`src/rtl/deq_pkg.sv`:
```
// deque package: sizes, operation and status codes, request and result types, ring arithmetic
`timescale 1ns / 1ps

package deq_pkg;

  localparam int DEPTH  = 32;
  localparam int DATA_W = 8;
  localparam int PTR_W  = (DEPTH > 1) ? $clog2(DEPTH) : 1;
  localparam int CNT_W  = $clog2(DEPTH + 1);
  localparam int OP_W   = 3;
  localparam int VAL_W  = 8;
  localparam int IDX_W  = 6;
  localparam int STAT_W = 3;
  localparam int CMP_W  = (CNT_W > IDX_W) ? CNT_W : IDX_W;

  localparam logic [OP_W-1:0] OP_PUSH_TAIL  = 3'd0;
  localparam logic [OP_W-1:0] OP_PUSH_FRONT = 3'd1;
  localparam logic [OP_W-1:0] OP_POP_BACK   = 3'd2;
  localparam logic [OP_W-1:0] OP_POP_HEAD   = 3'd3;
  localparam logic [OP_W-1:0] OP_READ       = 3'd4;
  localparam logic [OP_W-1:0] OP_CLEAR      = 3'd5;
  localparam logic [OP_W-1:0] OP_RESIZE     = 3'd6;
  localparam logic [OP_W-1:0] OP_NONE       = 3'd7;

  localparam logic [STAT_W-1:0] ST_OK       = 3'd0;
  localparam logic [STAT_W-1:0] ST_EMPTY    = 3'd1;
  localparam logic [STAT_W-1:0] ST_RANGE    = 3'd2;
  localparam logic [STAT_W-1:0] ST_FULL     = 3'd3;
  localparam logic [STAT_W-1:0] ST_TOO_BIG  = 3'd4;

  typedef struct packed {
    logic [OP_W-1:0]  op;
    logic [VAL_W-1:0] value;
    logic [IDX_W-1:0] index;
  } request_t;

  typedef struct packed {
    logic [VAL_W-1:0]  read_data;
    logic [VAL_W-1:0]  front_data;
    logic [VAL_W-1:0]  back_data;
    logic [IDX_W-1:0]  elements;
    logic              is_empty;
    logic              is_full;
    logic [STAT_W-1:0] status;
  } result_t;

  typedef struct packed {
    logic              we;
    logic [PTR_W-1:0]  waddr;
    logic [DATA_W-1:0] wdata;
    logic [PTR_W-1:0]  raddr_a;
    logic [PTR_W-1:0]  raddr_b;
  } mem_req_t;

  function automatic logic [PTR_W-1:0] ring_add(input logic [PTR_W-1:0] p,
                                                input logic [CNT_W-1:0] n);
    logic [PTR_W:0] s;
    s = {1'b0, p} + (PTR_W+1)'(n);
    if (s >= (PTR_W+1)'(DEPTH)) s = s - (PTR_W+1)'(DEPTH);
    return s[PTR_W-1:0];
  endfunction

  function automatic logic [PTR_W-1:0] ring_sub(input logic [PTR_W-1:0] p,
                                                input logic [CNT_W-1:0] n);
    logic [PTR_W:0] s;
    s = {1'b0, p} + (PTR_W+1)'(DEPTH) - (PTR_W+1)'(n);
    if (s >= (PTR_W+1)'(DEPTH)) s = s - (PTR_W+1)'(DEPTH);
    return s[PTR_W-1:0];
  endfunction

endpackage

```
`src/rtl/deq_ram.sv`:
```
// generic ring store: one write port, two registered read ports
`timescale 1ns / 1ps

module deq_ram #(
  parameter int DEPTH = 32,
  parameter int WIDTH = 8,
  parameter int AW    = (DEPTH > 1) ? $clog2(DEPTH) : 1
) (
  input  logic             clk,
  input  logic             we,
  input  logic [AW-1:0]    waddr,
  input  logic [WIDTH-1:0] wdata,
  input  logic [AW-1:0]    raddr_a,
  input  logic [AW-1:0]    raddr_b,
  output logic [WIDTH-1:0] rdata_a,
  output logic [WIDTH-1:0] rdata_b
);

  logic [WIDTH-1:0] mem [DEPTH];

  always_ff @(posedge clk) begin
    if (we) begin
      mem[waddr] <= wdata;
    end
  end

  always_ff @(posedge clk) begin
    rdata_a <= mem[raddr_a];
    rdata_b <= mem[raddr_b];
  end

endmodule

```
`src/rtl/deq_ctrl.sv`:
```
// deque control: pointers, count, operation decode, fill sequencer and result register
`timescale 1ns / 1ps

module deq_ctrl (
  input  logic                      clk,
  input  logic                      rst,
  input  logic                      start,
  input  deq_pkg::request_t         request,
  output logic                      busy,
  output logic                      done,
  output deq_pkg::result_t          result,
  output deq_pkg::mem_req_t         mem_req,
  input  logic [deq_pkg::DATA_W-1:0] q_a,
  input  logic [deq_pkg::DATA_W-1:0] q_b
);

  localparam logic [1:0] S_IDLE  = 2'd0;
  localparam logic [1:0] S_FILL  = 2'd1;
  localparam logic [1:0] S_LOOK  = 2'd2;
  localparam logic [1:0] S_FETCH = 2'd3;

  logic [1:0]                  state;
  logic [deq_pkg::PTR_W-1:0]   front_ptr, front_ptr_next;
  logic [deq_pkg::PTR_W-1:0]   back_ptr, back_ptr_next;
  logic [deq_pkg::CNT_W-1:0]   held, held_next;
  logic [deq_pkg::STAT_W-1:0]  status, status_next;
  logic                        read_ok, read_ok_next;
  logic [deq_pkg::DATA_W-1:0]  rd_hold;
  logic [deq_pkg::PTR_W-1:0]   fill_addr, fill_addr_next;
  logic [deq_pkg::CNT_W-1:0]   fill_left, fill_left_next;
  logic [deq_pkg::DATA_W-1:0]  fill_val;
  logic                        fill_go;
  logic                        wr_en;
  logic [deq_pkg::PTR_W-1:0]   wr_addr;
  logic [deq_pkg::PTR_W-1:0]   rd_addr;
  logic [deq_pkg::CMP_W-1:0]   idx_c, held_c;
  logic                        accept;

  assign accept = start && !busy;
  assign busy   = (state != S_IDLE);
  assign idx_c  = deq_pkg::CMP_W'(request.index);
  assign held_c = deq_pkg::CMP_W'(held);

  // decode of one request against the current pointers
  always_comb begin
    front_ptr_next = front_ptr;
    back_ptr_next  = back_ptr;
    held_next      = held;
    status_next    = deq_pkg::ST_OK;
    read_ok_next   = 1'b0;
    wr_en          = 1'b0;
    wr_addr        = '0;
    fill_go        = 1'b0;
    fill_addr_next = '0;
    fill_left_next = '0;
    rd_addr        = front_ptr;
    if (held != '0 && idx_c < held_c) begin
      rd_addr = deq_pkg::ring_add(front_ptr, deq_pkg::CNT_W'(request.index));
    end
    unique case (request.op)
      deq_pkg::OP_PUSH_TAIL, deq_pkg::OP_PUSH_FRONT: begin
        if (held >= deq_pkg::CNT_W'(deq_pkg::DEPTH)) begin
          status_next = deq_pkg::ST_FULL;
        end else if (held == '0) begin
          front_ptr_next = '0;
          back_ptr_next  = '0;
          held_next      = deq_pkg::CNT_W'(1);
          wr_en          = 1'b1;
          wr_addr        = '0;
        end else if (request.op == deq_pkg::OP_PUSH_TAIL) begin
          back_ptr_next = deq_pkg::ring_add(back_ptr, deq_pkg::CNT_W'(1));
          held_next     = held + deq_pkg::CNT_W'(1);
          wr_en         = 1'b1;
          wr_addr       = back_ptr_next;
        end else begin
          front_ptr_next = deq_pkg::ring_sub(front_ptr, deq_pkg::CNT_W'(1));
          held_next      = held + deq_pkg::CNT_W'(1);
          wr_en          = 1'b1;
          wr_addr        = front_ptr_next;
        end
      end
      deq_pkg::OP_POP_BACK, deq_pkg::OP_POP_HEAD: begin
        if (held == '0) begin
          status_next = deq_pkg::ST_EMPTY;
        end else if (held == deq_pkg::CNT_W'(1)) begin
          front_ptr_next = '0;
          back_ptr_next  = '0;
          held_next      = '0;
        end else begin
          if (request.op == deq_pkg::OP_POP_BACK) begin
            back_ptr_next = deq_pkg::ring_sub(back_ptr, deq_pkg::CNT_W'(1));
          end else begin
            front_ptr_next = deq_pkg::ring_add(front_ptr, deq_pkg::CNT_W'(1));
          end
          held_next = held - deq_pkg::CNT_W'(1);
        end
      end
      deq_pkg::OP_READ: begin
        if (held == '0) begin
          status_next = deq_pkg::ST_EMPTY;
        end else if (idx_c >= held_c) begin
          status_next = deq_pkg::ST_RANGE;
        end else begin
          read_ok_next = 1'b1;
        end
      end
      deq_pkg::OP_CLEAR: begin
        front_ptr_next = '0;
        back_ptr_next  = '0;
        held_next      = '0;
      end
      deq_pkg::OP_RESIZE: begin
        if (idx_c > deq_pkg::CMP_W'(deq_pkg::DEPTH)) begin
          status_next = deq_pkg::ST_TOO_BIG;
        end else if (idx_c == '0) begin
          front_ptr_next = '0;
          back_ptr_next  = '0;
          held_next      = '0;
        end else if (idx_c < held_c) begin
          back_ptr_next = deq_pkg::ring_sub(back_ptr, deq_pkg::CNT_W'(held_c - idx_c));
          held_next     = deq_pkg::CNT_W'(request.index);
        end else if (idx_c > held_c) begin
          fill_go        = 1'b1;
          fill_left_next = deq_pkg::CNT_W'(idx_c - held_c);
          held_next      = deq_pkg::CNT_W'(request.index);
          if (held == '0) begin
            front_ptr_next = '0;
            fill_addr_next = '0;
            back_ptr_next  = deq_pkg::PTR_W'(idx_c - deq_pkg::CMP_W'(1));
          end else begin
            fill_addr_next = deq_pkg::ring_add(back_ptr, deq_pkg::CNT_W'(1));
            back_ptr_next  = deq_pkg::ring_add(back_ptr, fill_left_next);
          end
        end
      end
      deq_pkg::OP_NONE: begin
      end
      default: begin
      end
    endcase
  end

  // store port steering
  always_comb begin
    mem_req         = '0;
    mem_req.wdata   = (state == S_FILL) ? fill_val : request.value;
    mem_req.raddr_a = rd_addr;
    mem_req.raddr_b = back_ptr;
    unique case (state)
      S_IDLE: begin
        mem_req.we    = accept && wr_en;
        mem_req.waddr = wr_addr;
      end
      S_FILL: begin
        mem_req.we    = 1'b1;
        mem_req.waddr = fill_addr;
      end
      S_LOOK: begin
        mem_req.raddr_a = front_ptr;
      end
      S_FETCH: begin
      end
      default: begin
      end
    endcase
  end

  always_ff @(posedge clk) begin
    if (rst) begin
      state     <= S_IDLE;
      front_ptr <= '0;
      back_ptr  <= '0;
      held      <= '0;
      done      <= 1'b0;
    end else begin
      done <= 1'b0;
      unique case (state)
        S_IDLE: begin
          if (accept) begin
            front_ptr <= front_ptr_next;
            back_ptr  <= back_ptr_next;
            held      <= held_next;
            state     <= fill_go ? S_FILL : S_LOOK;
          end
        end
        S_FILL: begin
          if (fill_left == deq_pkg::CNT_W'(1)) begin
            state <= S_LOOK;
          end
        end
        S_LOOK: begin
          state <= S_FETCH;
        end
        S_FETCH: begin
          done  <= 1'b1;
          state <= S_IDLE;
        end
        default: begin
          state <= S_IDLE;
        end
      endcase
    end
  end

  always_ff @(posedge clk) begin
    if (state == S_IDLE && accept) begin
      status    <= status_next;
      read_ok   <= read_ok_next;
      fill_addr <= fill_addr_next;
      fill_left <= fill_left_next;
      fill_val  <= request.value;
    end
    if (state == S_FILL) begin
      fill_addr <= deq_pkg::ring_add(fill_addr, deq_pkg::CNT_W'(1));
      fill_left <= fill_left - deq_pkg::CNT_W'(1);
    end
    if (state == S_LOOK) begin
      rd_hold <= read_ok ? q_a : '0;
    end
    if (state == S_FETCH) begin
      result.read_data  <= deq_pkg::VAL_W'(rd_hold);
      result.front_data <= (held != '0) ? deq_pkg::VAL_W'(q_a) : '0;
      result.back_data  <= (held != '0) ? deq_pkg::VAL_W'(q_b) : '0;
      result.elements   <= deq_pkg::IDX_W'(held);
      result.is_empty   <= (held == '0);
      result.is_full    <= (held >= deq_pkg::CNT_W'(deq_pkg::DEPTH));
      result.status     <= status;
    end
  end

endmodule

```
`src/rtl/circular_deque_unit.sv`:
```
// circular deque top level: control and ring store
`timescale 1ns / 1ps

// Fixed-capacity double-ended queue. A request is taken when start is high and
// busy is low; its result is registered on result and shown with done high for
// exactly one cycle, and cannot be held off. Push, pop, read, clear and
// shrinking resize go through these steps in order: update the pointers and
// write or read the store, read the front and back entries, register the
// result. A resize that grows the deque first writes each new entry in a fill
// state, since the fill goes through the single write port of the store. busy
// is low again in the cycle that shows done, so a new request can be taken
// while done is high.
module circular_deque_unit (
  input  logic              clk,
  input  logic              rst,
  input  logic              start,
  input  deq_pkg::request_t request,
  output logic              busy,
  output logic              done,
  output deq_pkg::result_t  result
);

  deq_pkg::mem_req_t          mem_req;
  logic [deq_pkg::DATA_W-1:0] q_a;
  logic [deq_pkg::DATA_W-1:0] q_b;

  deq_ctrl u_ctrl (
    .clk     (clk),
    .rst     (rst),
    .start   (start),
    .request (request),
    .busy    (busy),
    .done    (done),
    .result  (result),
    .mem_req (mem_req),
    .q_a     (q_a),
    .q_b     (q_b)
  );

  deq_ram #(
    .DEPTH (deq_pkg::DEPTH),
    .WIDTH (deq_pkg::DATA_W)
  ) u_ram (
    .clk     (clk),
    .we      (mem_req.we),
    .waddr   (mem_req.waddr),
    .wdata   (mem_req.wdata),
    .raddr_a (mem_req.raddr_a),
    .raddr_b (mem_req.raddr_b),
    .rdata_a (q_a),
    .rdata_b (q_b)
  );

endmodule

```
`config.mk`:
```
export PLATFORM = sky130hd
export DESIGN_NAME = circular_deque_unit
export DESIGN_NICKNAME = d
export VERILOG_FILES = /design/src/rtl/deq_pkg.sv /design/src/rtl/deq_ram.sv /design/src/rtl/deq_ctrl.sv /design/src/rtl/circular_deque_unit.sv
export SDC_FILE = /design/constraint.sdc
export NUM_CORES = 1
export LEC_CHECK = 0
export BUFFER_PORTS_ARGS = -buffer_cell sky130_fd_sc_hd__buf_4
export CORE_ASPECT_RATIO = 0.8
export CORE_MARGIN = 1.5
export CORE_UTILIZATION = 55
export CTS_CLUSTER_DIAMETER = 40
export DETAILED_ROUTE_END_ITERATION = 10
export MAX_ROUTING_LAYER = met4
export PLACE_DENSITY = 0.72
export RECOVER_POWER = 100
export SLEW_MARGIN = 15
export SYNTH_ARGS = -nofsm -noshare
export SYNTH_HDL_FRONTEND = slang
export SYNTH_HIERARCHICAL = 1
export SYNTH_SLANG_ARGS = --single-unit
```
`constraint.sdc`:
```
create_clock -name clk -period 14 [get_ports clk]
set_input_delay 3.5 -clock clk [delete_from_list [all_inputs] [get_ports clk]]
set_output_delay 3.5 -clock clk [all_outputs]
set_load 0.03 [all_outputs]
```
==> impl_metrics.ini <==
[run_status]
status = complete, but fails checks
violations = max-capacitance violations, max-slew violations

[drt]
first_iter_violations = 1201
via_per_inst = 6.69
vias = 10383
post_drt_wl_per_cell_um = 27.7
routed_wirelength_um = 42900
drcViolationCount = 0
detail-route-antenna-nets = 0
first_pass_iters = 5

[synth]
synth-seq-cells = 357
syn_area_per_cell_um2 = 16.8
synth-seq-area-share = 0.589
synth_cells = 1050
synth_nets = 1113
synth_top_area_cell = edfxtp_1
synth.cell_area_mm2 = 0.0176
async_flop_share = 0
synth_top_flop_cell = edfxtp_1
synth_edf_count = 322
synth.area.top_cells = edfxtp_1 55%, mux4_2 20%, dfxtp_1 4.0%, ha_1 2.6%, mux2_2 1.6%
ys_warn_count = 6
yosysTopAreaCellShare = 0.550
ys_types = 71

[clock_network]
ctsRootBufferMaster = clkbuf_16
cts_buffers = 41
clk_pin_slew_ps = 60
post_cts_resized = 0
post-cts-setup-buffers = 0
clock_latency_ps = 550
cts_max_level = 2
clockBufferDepth = 3
cts_hold_buf = 0
cts.sinks = 357
tritoncts = yes

[job]
maxCapViolations = 3

[setup_path]
required_ps = 14440
worstSetupPathType = primary input to flip-flop
ff2ff_setup_slack_ps = 6660
start_kind = primary input
crit_fanout = 64
r2r_cells = 10
rr_startpoint = u_ctrl/held[3]
crit_arrival_ps = 10060
endpoint_kind = flip-flop
timing.rr.end = u_ram/rdata_a[3]

[sta]
worst_hold_slack_ps = 420
slew_headroom = -2.11
setup_viol = 0
slew_viol_final = 174
grt_setup_unrepaired = no
worstMarginPinSlew_ps = 4670
period_needed_ps = 9630
fin_crit_sh = 0.688
final_hold_viol_count = 0
fmax_ghz = 0.104
finClkSkew_ps = 29.5
layout_setup_ws_ps = 4370
setup_tns_ps = 0

[cells_and_area]
drive_gt1_frac = 0.248
finish.instance_area_mm2 = 0.0196
areaGrowthSynthToFinish_pct = 11.2
fin_cells = 1552
final_util = 0.623
layout_common_cells = 322 x edfxtp_1, 160 x mux4_2, 62 x nor2_1
layout_commonest_cell = edfxtp_1
final_nets = 1163
diodes = 0

[global_route]
grt_use_total = 0.274
antenna_found_initial = 1
grt_pass1_wl_um = 64100
grt-ovfl-total = 0
grt_pass1_vias = 10120
grt_max_degree = 72

[pwr]
peakVddDrop_mv = 0.0986
p_sw_frac = 0.307
p_clk_frac = 0.315
power_density_mw_per_mm2 = 178
p_leak_nw = 6.26
total_power_mw = 3.48
power_switching_mw = 1.07
pwr-share-seq = 0.409
p_int_mw = 2.41
comb_power_share = 0.276

[floorplan]
dieArea_mm2 = 0.0331
die-height_um = 163
start_util = 0.560
num_rows = 58
core-area_mm2 = 0.0314
num_io_pins = 57
fp.dieW_um = 203

[place]
dpl.cell_count = 1477
port-buffer-count = 56
place_ws_ps = 5500
placed_area_mm2 = 0.0184
dp_hpwl_um = 28100
place.gp.congestion = 0.958

[worst_hold_path]
holdCritPathClass = flip-flop to flip-flop
whs_endpoint = u_ctrl/result[27]
min_path_cells = 0
min_from = u_ctrl/rd_hold[0]
## worst max-delay path by stage
stage,cells past startpoint,to,startpoint
2_1_floorplan,12,u_ram/rdata_a[0],request[4]
3_3_place_gp,11,u_ram/rdata_a[3],request[4]
3_5_place_dp,11,u_ram/rdata_a[0],request[4]
4_1_cts,13,u_ram/rdata_a[0],request[0]
5_1_grt,14,u_ram/rdata_a[3],request[0]
6_report,14,u_ram/rdata_a[3],request[0]
## logic make-up after synthesis
family          after synthesis  share of synthesized area
fa+ha+maj                    43                     0.0336
flops                       357                      0.589
buf+inv                     101                     0.0256
mux                         188                      0.222
xor+xnor                     34                     0.0169
simple gates                189                     0.0555
compound gates              138                     0.0566
## registers in the layout, indices dropped and copies added (netlist names), 6 cells and up
signal / flops
u_ctrl/rd_hold: 8
u_ram/rdata_b: 8
u_ctrl/fill_left: 6
u_ctrl/fill_val: 8
u_ram/mem: 256
u_ctrl/held: 6
u_ram/rdata_a: 8
u_ctrl/result: 35
## worst max-delay path: stages
cell	delay (ps)
clkbuf_1	320
inv_1	150
ha_1	260
fa_1	410
nor2b_1	190
o211ai_1	230
nand3_1	200
or2_0	440
nand2_1	100
o21ai_0	90
clkbuf_1	2770
mux4_2	530
mux4_2	520
mux2_2	290
## final cells by class
cell class,instances,area [um2]
Sequential cell,357,10400
Clock buffer,48,1080
Inverter,41,154
Timing Repair Buffer,67,334
Multi-Input combinational cell,592,6750
Tap cell,420,526
Clock inverter,27,342
Fill cell,2281,11900
## per-layer routing
layer | share of wire | track usage | up-vias | routed length (um)
met5 | 0 | - | - | 0
met4 | 0.023 | 0.0690 | 0 | 1000
met3 | 0.12 | 0.0734 | 90 | 5210
met2 | 0.45 | 0.396 | 635 | 19300
met1 | 0.40 | 0.391 | 5279 | 17400
li1 | - | - | 4379 | -
## power groups by stage
stage | sequential [mW] | clock, mW | combinational (mW)
4_1_cts | 1.42 | 1.12 | 0.962
6_report | 1.42 | 1.10 | 0.961
3_5_place_dp | 1.44 | 0 | 0.956
3_3_place_gp | 1.44 | 0 | 0.940
2_1_floorplan | 1.42 | 0 | 0.707
5_1_grt | 1.44 | 1.16 | 1.03
## cells in the mapped netlist, types with 5 or more instances
master,count
buf_1,17
nor3_1,14
o22ai_1,9
buf_4,13
nand3b_1,10
dfxtp_1,35
a22o_1,6
mux4_2,160
edfxtp_1,322
buf_2,6
and2_1,26
a21oi_1,34
xnor2_1,12
nand3_1,14
nand2_1,30
a211oi_1,6
a31oi_1,5
o211ai_1,6
ha_1,36
inv_1,39
o21ai_0,17
xor2_1,22
nor2_1,62
clkbuf_1,22
fa_1,7
a221oi_1,6
nor2b_1,6
mux2_2,25
a21o_1,8
Power figures use the tool's default switching activity.
